--- config.mk ---
export PLATFORM = sky130hd
export DESIGN_NAME = bhpq_sift
export DESIGN_NICKNAME = d
export VERILOG_FILES = /design/src/sv/bhpq_pkg.sv /design/src/sv/bhpq_sift.sv
export SDC_FILE = /design/constraint.sdc
export NUM_CORES = 1
export LEC_CHECK = 0
export BUFFER_PORTS_ARGS = -buffer_cell sky130_fd_sc_hd__buf_2
export CORE_MARGIN = 2
export CORE_UTILIZATION = 40
export DETAILED_ROUTE_END_ITERATION = 8
export GPL_TIMING_DRIVEN = 1
export PLACE_DENSITY = 0.75
export SETUP_SLACK_MARGIN = 0.1
export SYNTH_ARGS = -nofsm -noshare
export SYNTH_HDL_FRONTEND = slang
export SYNTH_SLANG_ARGS = --single-unit
export TNS_END_PERCENT = 20
--- constraint.sdc ---
create_clock -name clk_i -period 12.65 [get_ports clk_i]
set_clock_uncertainty 0.2 [all_clocks]
set_input_delay 1.265 -clock clk_i [delete_from_list [all_inputs] [get_ports clk_i]]
set_output_delay 1.265 -clock clk_i [all_outputs]
set_load 0.01 [all_outputs]
--- src/sv/bhpq_pkg.sv ---
`default_nettype none
// ----------------------------------------------------------------------------
// bhpq_pkg
// Shared constants, types and the heap order compare of the priority queue.
// ----------------------------------------------------------------------------
package bhpq_pkg;

  localparam int unsigned DEPTH        = 1024;
  localparam int unsigned KEY_BITS     = 32;
  localparam int unsigned PAYLOAD_BITS = 16;
  localparam int unsigned ADDR_W       = $clog2(DEPTH);
  localparam int unsigned CNT_W        = $clog2(DEPTH + 1);
  localparam int unsigned IDX_W        = ADDR_W + 2;
  localparam int unsigned ENTRY_W      = KEY_BITS + PAYLOAD_BITS;
  localparam int unsigned PADDR_W      = 3;

  localparam logic [1:0] ST_OK    = 2'd0;
  localparam logic [1:0] ST_FULL  = 2'd1;
  localparam logic [1:0] ST_EMPTY = 2'd2;

  localparam logic FUNC_INSERT = 1'b0;
  localparam logic FUNC_REMOVE = 1'b1;

  localparam logic REG_MAX_FIRST = 1'b0;

  typedef struct packed {
    logic [KEY_BITS-1:0]     key;
    logic [PAYLOAD_BITS-1:0] payload;
  } entry_t;

  typedef struct packed {
    logic [1:0]              status;
    logic [KEY_BITS-1:0]     key;
    logic [PAYLOAD_BITS-1:0] payload;
    logic [CNT_W-1:0]        occupancy;
  } result_t;

  typedef struct packed {
    logic              we;
    logic [ADDR_W-1:0] waddr;
    entry_t            wdata;
    logic              re;
    logic [ADDR_W-1:0] raddr_a;
    logic [ADDR_W-1:0] raddr_b;
  } ram_req_t;

  // true when key a must sit above key b
  function automatic logic comes_first(input logic max_first,
                                       input logic [KEY_BITS-1:0] a,
                                       input logic [KEY_BITS-1:0] b);
    comes_first = max_first ? (a > b) : (a < b);
  endfunction

endpackage
`default_nettype wire

--- src/sv/bhpq_sift.sv ---
`default_nettype none
// ----------------------------------------------------------------------------
// bhpq_sift
// Heap sequencer: insert with sift up, remove root with sift down, one tree
// level per cycle over the entry RAM, moving a hole instead of swapping.
// ----------------------------------------------------------------------------
module bhpq_sift (
  input  wire logic                                clk_i,
  input  wire logic                                rst_ni,
  input  wire logic                                max_first_i,
  input  wire logic                                req_valid_i,
  output logic                                     req_ready_o,
  input  wire logic                                req_func_i,
  input  wire bhpq_pkg::entry_t                    req_entry_i,
  output logic                                     res_valid_o,
  input  wire logic                                res_ready_i,
  output bhpq_pkg::result_t                        res_o,
  output bhpq_pkg::ram_req_t                       ram_o,
  input  wire bhpq_pkg::entry_t                    rdata_a_i,
  input  wire bhpq_pkg::entry_t                    rdata_b_i
);

  typedef enum logic [2:0] {
    S_IDLE,
    S_UP_CMP,
    S_RM_RD,
    S_DN_CMP,
    S_PLACE,
    S_DONE
  } state_e;

  state_e                          state_q, state_d;
  logic [bhpq_pkg::CNT_W-1:0]      count_q, count_d;
  logic [bhpq_pkg::ADDR_W-1:0]     idx_q, idx_d;
  bhpq_pkg::entry_t                cur_q, cur_d;
  bhpq_pkg::result_t               res_q, res_d;

  logic [bhpq_pkg::ADDR_W-1:0]     parent;
  logic [bhpq_pkg::IDX_W-1:0]      left_idx, right_idx, pick_idx, next_left;
  logic                            right_ok, pick_right;
  bhpq_pkg::entry_t                pick;

  always_comb begin
    parent     = (idx_q - bhpq_pkg::ADDR_W'(1)) >> 1;
    left_idx   = bhpq_pkg::IDX_W'({idx_q, 1'b1});
    right_idx  = left_idx + bhpq_pkg::IDX_W'(1);
    right_ok   = right_idx < bhpq_pkg::IDX_W'(count_q);
    pick_right = right_ok &&
                 !bhpq_pkg::comes_first(max_first_i, rdata_a_i.key, rdata_b_i.key);
    pick       = pick_right ? rdata_b_i : rdata_a_i;
    pick_idx   = pick_right ? right_idx : left_idx;
    next_left  = bhpq_pkg::IDX_W'({pick_idx[bhpq_pkg::ADDR_W-1:0], 1'b1});
  end

  always_comb begin
    state_d     = state_q;
    count_d     = count_q;
    idx_d       = idx_q;
    cur_d       = cur_q;
    res_d       = res_q;
    ram_o       = '0;
    req_ready_o = 1'b0;
    res_valid_o = 1'b0;

    unique case (state_q)
      S_IDLE: begin
        req_ready_o = 1'b1;
        if (req_valid_i) begin
          res_d = '0;
          if (req_func_i == bhpq_pkg::FUNC_INSERT) begin
            if (count_q == bhpq_pkg::CNT_W'(bhpq_pkg::DEPTH)) begin
              res_d.status    = bhpq_pkg::ST_FULL;
              res_d.occupancy = count_q;
              state_d         = S_DONE;
            end else begin
              res_d.status    = bhpq_pkg::ST_OK;
              res_d.occupancy = count_q + bhpq_pkg::CNT_W'(1);
              count_d         = count_q + bhpq_pkg::CNT_W'(1);
              cur_d           = req_entry_i;
              idx_d           = count_q[bhpq_pkg::ADDR_W-1:0];
              if (count_q == '0) begin
                ram_o.we    = 1'b1;
                ram_o.waddr = '0;
                ram_o.wdata = req_entry_i;
                state_d     = S_DONE;
              end else begin
                ram_o.re      = 1'b1;
                ram_o.raddr_a = bhpq_pkg::ADDR_W'((count_q - bhpq_pkg::CNT_W'(1)) >> 1);
                state_d       = S_UP_CMP;
              end
            end
          end else begin
            if (count_q == '0) begin
              res_d.status    = bhpq_pkg::ST_EMPTY;
              res_d.occupancy = count_q;
              state_d         = S_DONE;
            end else begin
              res_d.status    = bhpq_pkg::ST_OK;
              res_d.occupancy = count_q - bhpq_pkg::CNT_W'(1);
              count_d         = count_q - bhpq_pkg::CNT_W'(1);
              ram_o.re        = 1'b1;
              ram_o.raddr_a   = '0;
              ram_o.raddr_b   = bhpq_pkg::ADDR_W'(count_q - bhpq_pkg::CNT_W'(1));
              state_d         = S_RM_RD;
            end
          end
        end
      end

      S_UP_CMP: begin
        ram_o.we = 1'b1;
        ram_o.waddr = idx_q;
        if (bhpq_pkg::comes_first(max_first_i, cur_q.key, rdata_a_i.key)) begin
          ram_o.wdata = rdata_a_i;
          idx_d       = parent;
          if (parent == '0) begin
            state_d = S_PLACE;
          end else begin
            ram_o.re      = 1'b1;
            ram_o.raddr_a = (parent - bhpq_pkg::ADDR_W'(1)) >> 1;
          end
        end else begin
          ram_o.wdata = cur_q;
          state_d     = S_DONE;
        end
      end

      S_RM_RD: begin
        res_d.key     = rdata_a_i.key;
        res_d.payload = rdata_a_i.payload;
        cur_d         = rdata_b_i;
        idx_d         = '0;
        if (count_q == '0) begin
          state_d = S_DONE;
        end else if (count_q == bhpq_pkg::CNT_W'(1)) begin
          ram_o.we    = 1'b1;
          ram_o.waddr = '0;
          ram_o.wdata = rdata_b_i;
          state_d     = S_DONE;
        end else begin
          ram_o.re      = 1'b1;
          ram_o.raddr_a = bhpq_pkg::ADDR_W'(1);
          ram_o.raddr_b = bhpq_pkg::ADDR_W'(2);
          state_d       = S_DN_CMP;
        end
      end

      S_DN_CMP: begin
        ram_o.we    = 1'b1;
        ram_o.waddr = idx_q;
        if (bhpq_pkg::comes_first(max_first_i, pick.key, cur_q.key)) begin
          ram_o.wdata = pick;
          idx_d       = pick_idx[bhpq_pkg::ADDR_W-1:0];
          if (next_left < bhpq_pkg::IDX_W'(count_q)) begin
            ram_o.re      = 1'b1;
            ram_o.raddr_a = next_left[bhpq_pkg::ADDR_W-1:0];
            ram_o.raddr_b = bhpq_pkg::ADDR_W'(next_left + bhpq_pkg::IDX_W'(1));
          end else begin
            state_d = S_PLACE;
          end
        end else begin
          ram_o.wdata = cur_q;
          state_d     = S_DONE;
        end
      end

      S_PLACE: begin
        ram_o.we    = 1'b1;
        ram_o.waddr = idx_q;
        ram_o.wdata = cur_q;
        state_d     = S_DONE;
      end

      S_DONE: begin
        res_valid_o = 1'b1;
        if (res_ready_i) begin
          state_d = S_IDLE;
        end
      end

      default: begin
        state_d = S_IDLE;
      end
    endcase
  end

  always_ff @(posedge clk_i or negedge rst_ni) begin
    if (!rst_ni) begin
      state_q <= S_IDLE;
      count_q <= '0;
      idx_q   <= '0;
      cur_q   <= '0;
      res_q   <= '0;
    end else begin
      state_q <= state_d;
      count_q <= count_d;
      idx_q   <= idx_d;
      cur_q   <= cur_d;
      res_q   <= res_d;
    end
  end

  assign res_o = res_q;

endmodule
`default_nettype wire

Word level (Yosys, flattened, before mapping)
Index checks and enable logic that the tools add are counted.
{"block": "word_totals", "elab_cells": 107, "in_bits": 150, "output_inout_bits": 143, "reg_bits": 122}
{"block": "op_classes", "n_reduce_logical": 12, "n_mux": 58, "add_sub_neg": 6, "eq_ne": 15, "magnitude_cmp": 8}
{"op": "$pmux 59 s5", "n": 1}
{"op": "$mux 48", "n": 6}
{"op": "$mux 59", "n": 4}
{"op": "$pmux 48 s2", "n": 2}
{"op": "$mux 80", "n": 2}
{"op": "$gt 32x32->1", "n": 3}
{"op": "$lt 32x32->1", "n": 3}
{"op": "$mux 21", "n": 4}
{"op": "$mux 11", "n": 7}
{"op": "$mux 10", "n": 7}
{"op": "$mux 70", "n": 1}
{"op": "$pmux 11 s4", "n": 1}
{"op": "$pmux 10 s4", "n": 1}
{"op": "$mux 3", "n": 12}
{"op": "$pmux 10 s3", "n": 1}
{"op": "$pmux 3 s6", "n": 1}
{"op": "$add 11x1->12 const B", "n": 1}
{"op": "$lt 12x11->1", "n": 1}
{"op": "$ne 2x2->1 const B", "n": 6}
{"op": "$add 11x1->11 const B", "n": 1}
{"op": "$eq 11x1->1 const B", "n": 1}
{"op": "$eq 11x11->1 const B", "n": 1}
{"op": "$logic_not 11->1", "n": 1}
{"op": "$lt 11x11->1", "n": 1}
{"op": "other kinds (19)", "n": 30}

Longest topological paths before layout
{"block": "logic_depth", "word_depth": 9, "depth_mapped": 31, "depth_no_buf": 27}

Worst setup path before layout
OpenSTA, ideal clock, no wires.
{"block": "synth_timing", "kind": "in2out", "startpoint": "in rdata_b_i[17] in the netlist's numbering", "endpoint": "out ram_o[21] in the netlist's numbering", "slack_ns": 5.275, "t_arrival_ns": 5.910, "stages": 25, "n_path_buf": 3, "cell_sequence": "inv_1 ha_1 nor2b_1 o211ai_1 a21boi_2 o41ai_2 a21oi_1 nor3_4 inv_2 buf_2 buf_1 a21oi_1 inv_1 ha_1 a21o_1 a21o_1 a221oi_1 o21ai_0 a41oi_1 a21oi_1 a21oi_2 o22ai_1 buf_2 a22o_1 a221o_1"}
{"item": "from (decl)", "line": "bhpq_sift.sv:20", "text": "input wire bhpq_pkg::entry_t rdata_b_i"}
{"item": "to (decl)", "line": "bhpq_sift.sv:18", "text": "output bhpq_pkg::ram_req_t ram_o,"}

==> out/metrics.yaml <==
outcome:
  run_status: "completed"
cells_and_area:
  drive_gt1_share_pct: 20.7
  finalNetCount: 1997
  finalInstanceArea_mm2: 0.0139
  syn2layout_area_growth_pct: 20.2
place:
  detailed_place.area_mm2: 0.0133
  gp_congestion: 0.969
  place.port_buffers: 292
  half_perimeter_wire_length_after_placement_um: 31600
clocking:
  clock_insertion_delay_worst_skew_ps: 440
  cts-buffers-inserted: 17
  cts_resized: 0
  cts_max_level: 4
  cts_hold_buf: 0
  cts-root-buf: "sky130_fd_sc_hd__clkbuf_16"
  clk_transition_reported_paths_ps: 60
  cts_setup_buffers: 0
  cts.sink_count: 122
  clk_path_buf_depth: 2
  cts_tree: "yes"
worst_setup_path:
  critical_path.reg2reg.endpoint: "idx_q[5]"
  critPathSlowestCell: "sky130_fd_sc_hd__dfrtp_1"
  setup.worst_path.end: "ram_o[36]"
  worst_path_dominant_cell_family: "compound AO/OA/AOI/OAI gates"
  cp-start-kind: "flop"
  critical_path_cell_count: 26
  cpMostUsedCell: "sky130_fd_sc_hd__a21oi_1"
  max_stage_delay_ps: 800
  setup_slack_of_the_most_critical_reg_to_reg_path_ps: 4950
  setup.worst_path.class: "reg2out"
  timing.critical_path.to_type: "output pin"
  rr_worst_depth: 25
  crit_buf_inv: 5
  timing.critical_path.required_ps: 11180
  timing.rr.start: "idx_q[3]"
  timing.critical_path.fanout_max: 42
  worst-endpoint-arrival_ps: 8820
  crit_path_start: "idx_q[3]"
drt:
  max_used_layer: "met5"
  drtIter0Drc: 1104
  antenna_violating_nets_post_route: 0
  finalWirelength_um: 42700
  dr_total_vias: 12333
  drt_drc_violations_left: 0
  dr_wl_met2_um: 19500
  detail_route.wirelength.met1_um: 18500
  first_pass_iters: 6
  detailed_route_vias_per_instance: 5.79
  wl_per_cell_um: 20.0
  met3_wirelength_um: 3340
yosys:
  synth-compound-area-share_pct: 26.9
  synth_largest_type_area_fraction_pct: 26.4
  synth_flop_cell: "sky130_fd_sc_hd__dfrtp_1"
  synth.cell_area_mm2: 0.0116
  synth_warnings: 0
  synth_fa_ha_area_share_pct: 13.4
  synth_simple_gate_area_share_pct: 16.9
  largest_family_of_logic_cells_by_synthesized_area: "compound AO/OA/AOI/OAI gates"
  ys_top_cells_by_count: "sky130_fd_sc_hd__nand2_1, sky130_fd_sc_hd__inv_1, sky130_fd_sc_hd__o21ai_0"
  postSynthCellCount: 1491
  synth.ff_latch_count: 122
  library_cell_occupying_the_most_area_in_the_post_synthesis_netlist: "sky130_fd_sc_hd__dfrtp_1"
  yosysMostFrequentCell: "sky130_fd_sc_hd__nand2_1"
  ys_seq_area_share_pct: 26.4
  synthMuxAreaShare_pct: 4.68
  synth_edf_count: 0
  syn-mean-instance-area_um2: 7.76
  synthesis.nets: 1765
  synth_xor_xnor_area_share_pct: 3.48
  asyncSetResetFlopFracSynth_pct: 100
  yosys-top-cells-area: "sky130_fd_sc_hd__dfrtp_1, sky130_fd_sc_hd__ha_1, sky130_fd_sc_hd__nand2_1"
  synthDistinctLibCells: 70
timing:
  slew_viol_final: 0
  relSlewSlack_pct: 27.7
  final_hold_violation_count: 0
  final.period_utilization_pct: 81.3
  report.final.setup_viol: 0
  layout_min_cycle_time_ps: 10290
  worst_max_slew_pin_slew_ps: 1080
  setup_repair_after_global_routing_missed_its_margin: "no"
  fin_setup_tns_ps: 0
  max_freq_mhz: 97.2
  holdWs_ps: 279
die:
  die_height_um: 174
  initial_core_util_pct: 40.4
  die_w_um: 174
  die_area_mm2: 0.0303
  io_pins: 293
  core_mm2: 0.0286
  rows: 62
worst_hold_path:
  hold_class: "reg2reg"
grt:
  number_of_antenna_violations_at_the_first_check_in_global_routing: 12
  overflow: 0
  track_usage_pct: 27.7
  grt_pass1_vias: 12070
  wire_length_of_the_first_global_routing_pass_um: 66400
  grt_start_max_net_pins: 107
power:
  power_density_mw_per_mm2: 243
  max-vdd-ir-drop_uv: 115
  cellLeakagePower_nw: 6.77
flow_run:
  max_cap_violations: 0
state kept, by name, summed over array words and instances (netlist names), named ones only:
| signal | flops |
|---|---|
| idx_q | 10 |
| res_o | 51 |
| cur_q | 48 |
| state_q | 3 |
worst register-to-register path, delay by kind of cell (launching register included):
family / cells / cell delay, ps
buffers and inverters: 4 / 1260
adder cells (fa/ha/maj): 2 / 610
AO/OA/AOI/OAI: 14 / 3130
AND/OR/NAND/NOR: 4 / 1350
XOR/XNOR: 1 / 230
flip-flops: 1 / 800
where the power goes:
group / total [mW] / internal [mW] / switching (mW)
Combinational: 2.11 / 0.832 / 1.28
Clock: 0.511 / 0.297 / 0.214
Sequential: 0.763 / 0.538 / 0.225
Total: 3.39 / 1.67 / 1.72
cell usage in the layout (no fill, tap or decap), types with 9 or more instances in the layout:
cell                          n
sky130_fd_sc_hd__buf_2      291
sky130_fd_sc_hd__nand2_1    205
sky130_fd_sc_hd__inv_1      154
sky130_fd_sc_hd__o21ai_0    136
sky130_fd_sc_hd__ha_1       124
sky130_fd_sc_hd__dfrtp_1    122
sky130_fd_sc_hd__a21oi_1     82
sky130_fd_sc_hd__nor2_1      80
sky130_fd_sc_hd__mux2i_1     53
sky130_fd_sc_hd__a221o_1     50
sky130_fd_sc_hd__a22oi_1     42
sky130_fd_sc_hd__xnor2_1     34
sky130_fd_sc_hd__o21ai_1     32
sky130_fd_sc_hd__nand4_1     26
sky130_fd_sc_hd__a21o_1      24
sky130_fd_sc_hd__nor3_1      23
sky130_fd_sc_hd__a22o_1      23
sky130_fd_sc_hd__nand3_1     19
sky130_fd_sc_hd__nor2b_1     18
sky130_fd_sc_hd__clkbuf_16   17
sky130_fd_sc_hd__buf_4       13
sky130_fd_sc_hd__xor2_1      12
sky130_fd_sc_hd__diode_2      9
sky130_fd_sc_hd__nor4_1       9
sky130_fd_sc_hd__o211ai_1     9
sky130_fd_sc_hd__o22ai_1      9
metal layers:
layer | up-vias | GRT usage (%)
li1 | 5828 | -
met1 | 5833 | 36.1
met2 | 578 | 45.2
met3 | 88 | 5.84
met4 | 6 | 10.3
met5 | - | 0
how the worst min path moves through the flow:
stage,cells after the start,from,to
4_1_cts,2,res_o[60],res_o[60]
2_1_floorplan,2,res_o[60],res_o[60]
3_5_place_dp,2,res_o[60],res_o[60]
5_1_grt,2,res_o[60],res_o[60]
3_3_place_gp,2,res_o[60],res_o[60]
6_report,2,res_o[60],res_o[60]
logic make-up (layout without fill, tap and decap cells):
logic type      count (synthesis)  in the layout
flops                         122            122
compound gates                470            470
fa+ha+maj                     124            124
xor+xnor                       46             46
buf+inv                       248            493
other cells                     0              9
simple gates                  427            427
mux                            54             54
area by class of cell:
type / instances / area (µm²)
antenna: 9 / 22.5
clock buffer: 19 / 443
clock inverter: 13 / 144
fill: 2895 / 14700
inverter: 156 / 586
multi-input combinational: 1121 / 7610
sequential: 122 / 3050
tap: 384 / 480
timing repair buffer: 305 / 1570
per-stage QoR:
stage               power [mW]  utilization (%)  std cells  worst slack [ps]
floorplan                 2.12                -       1491              5270
CTS                       3.37             48.5       2120              2480
detailed placement        2.84             46.5       2088              2880
finish                    3.39             48.6       2129              2360
global route              3.64             48.6       2128              1830
global placement          2.80             46.5       2088              2950
(Power assumes the default switching activity.)
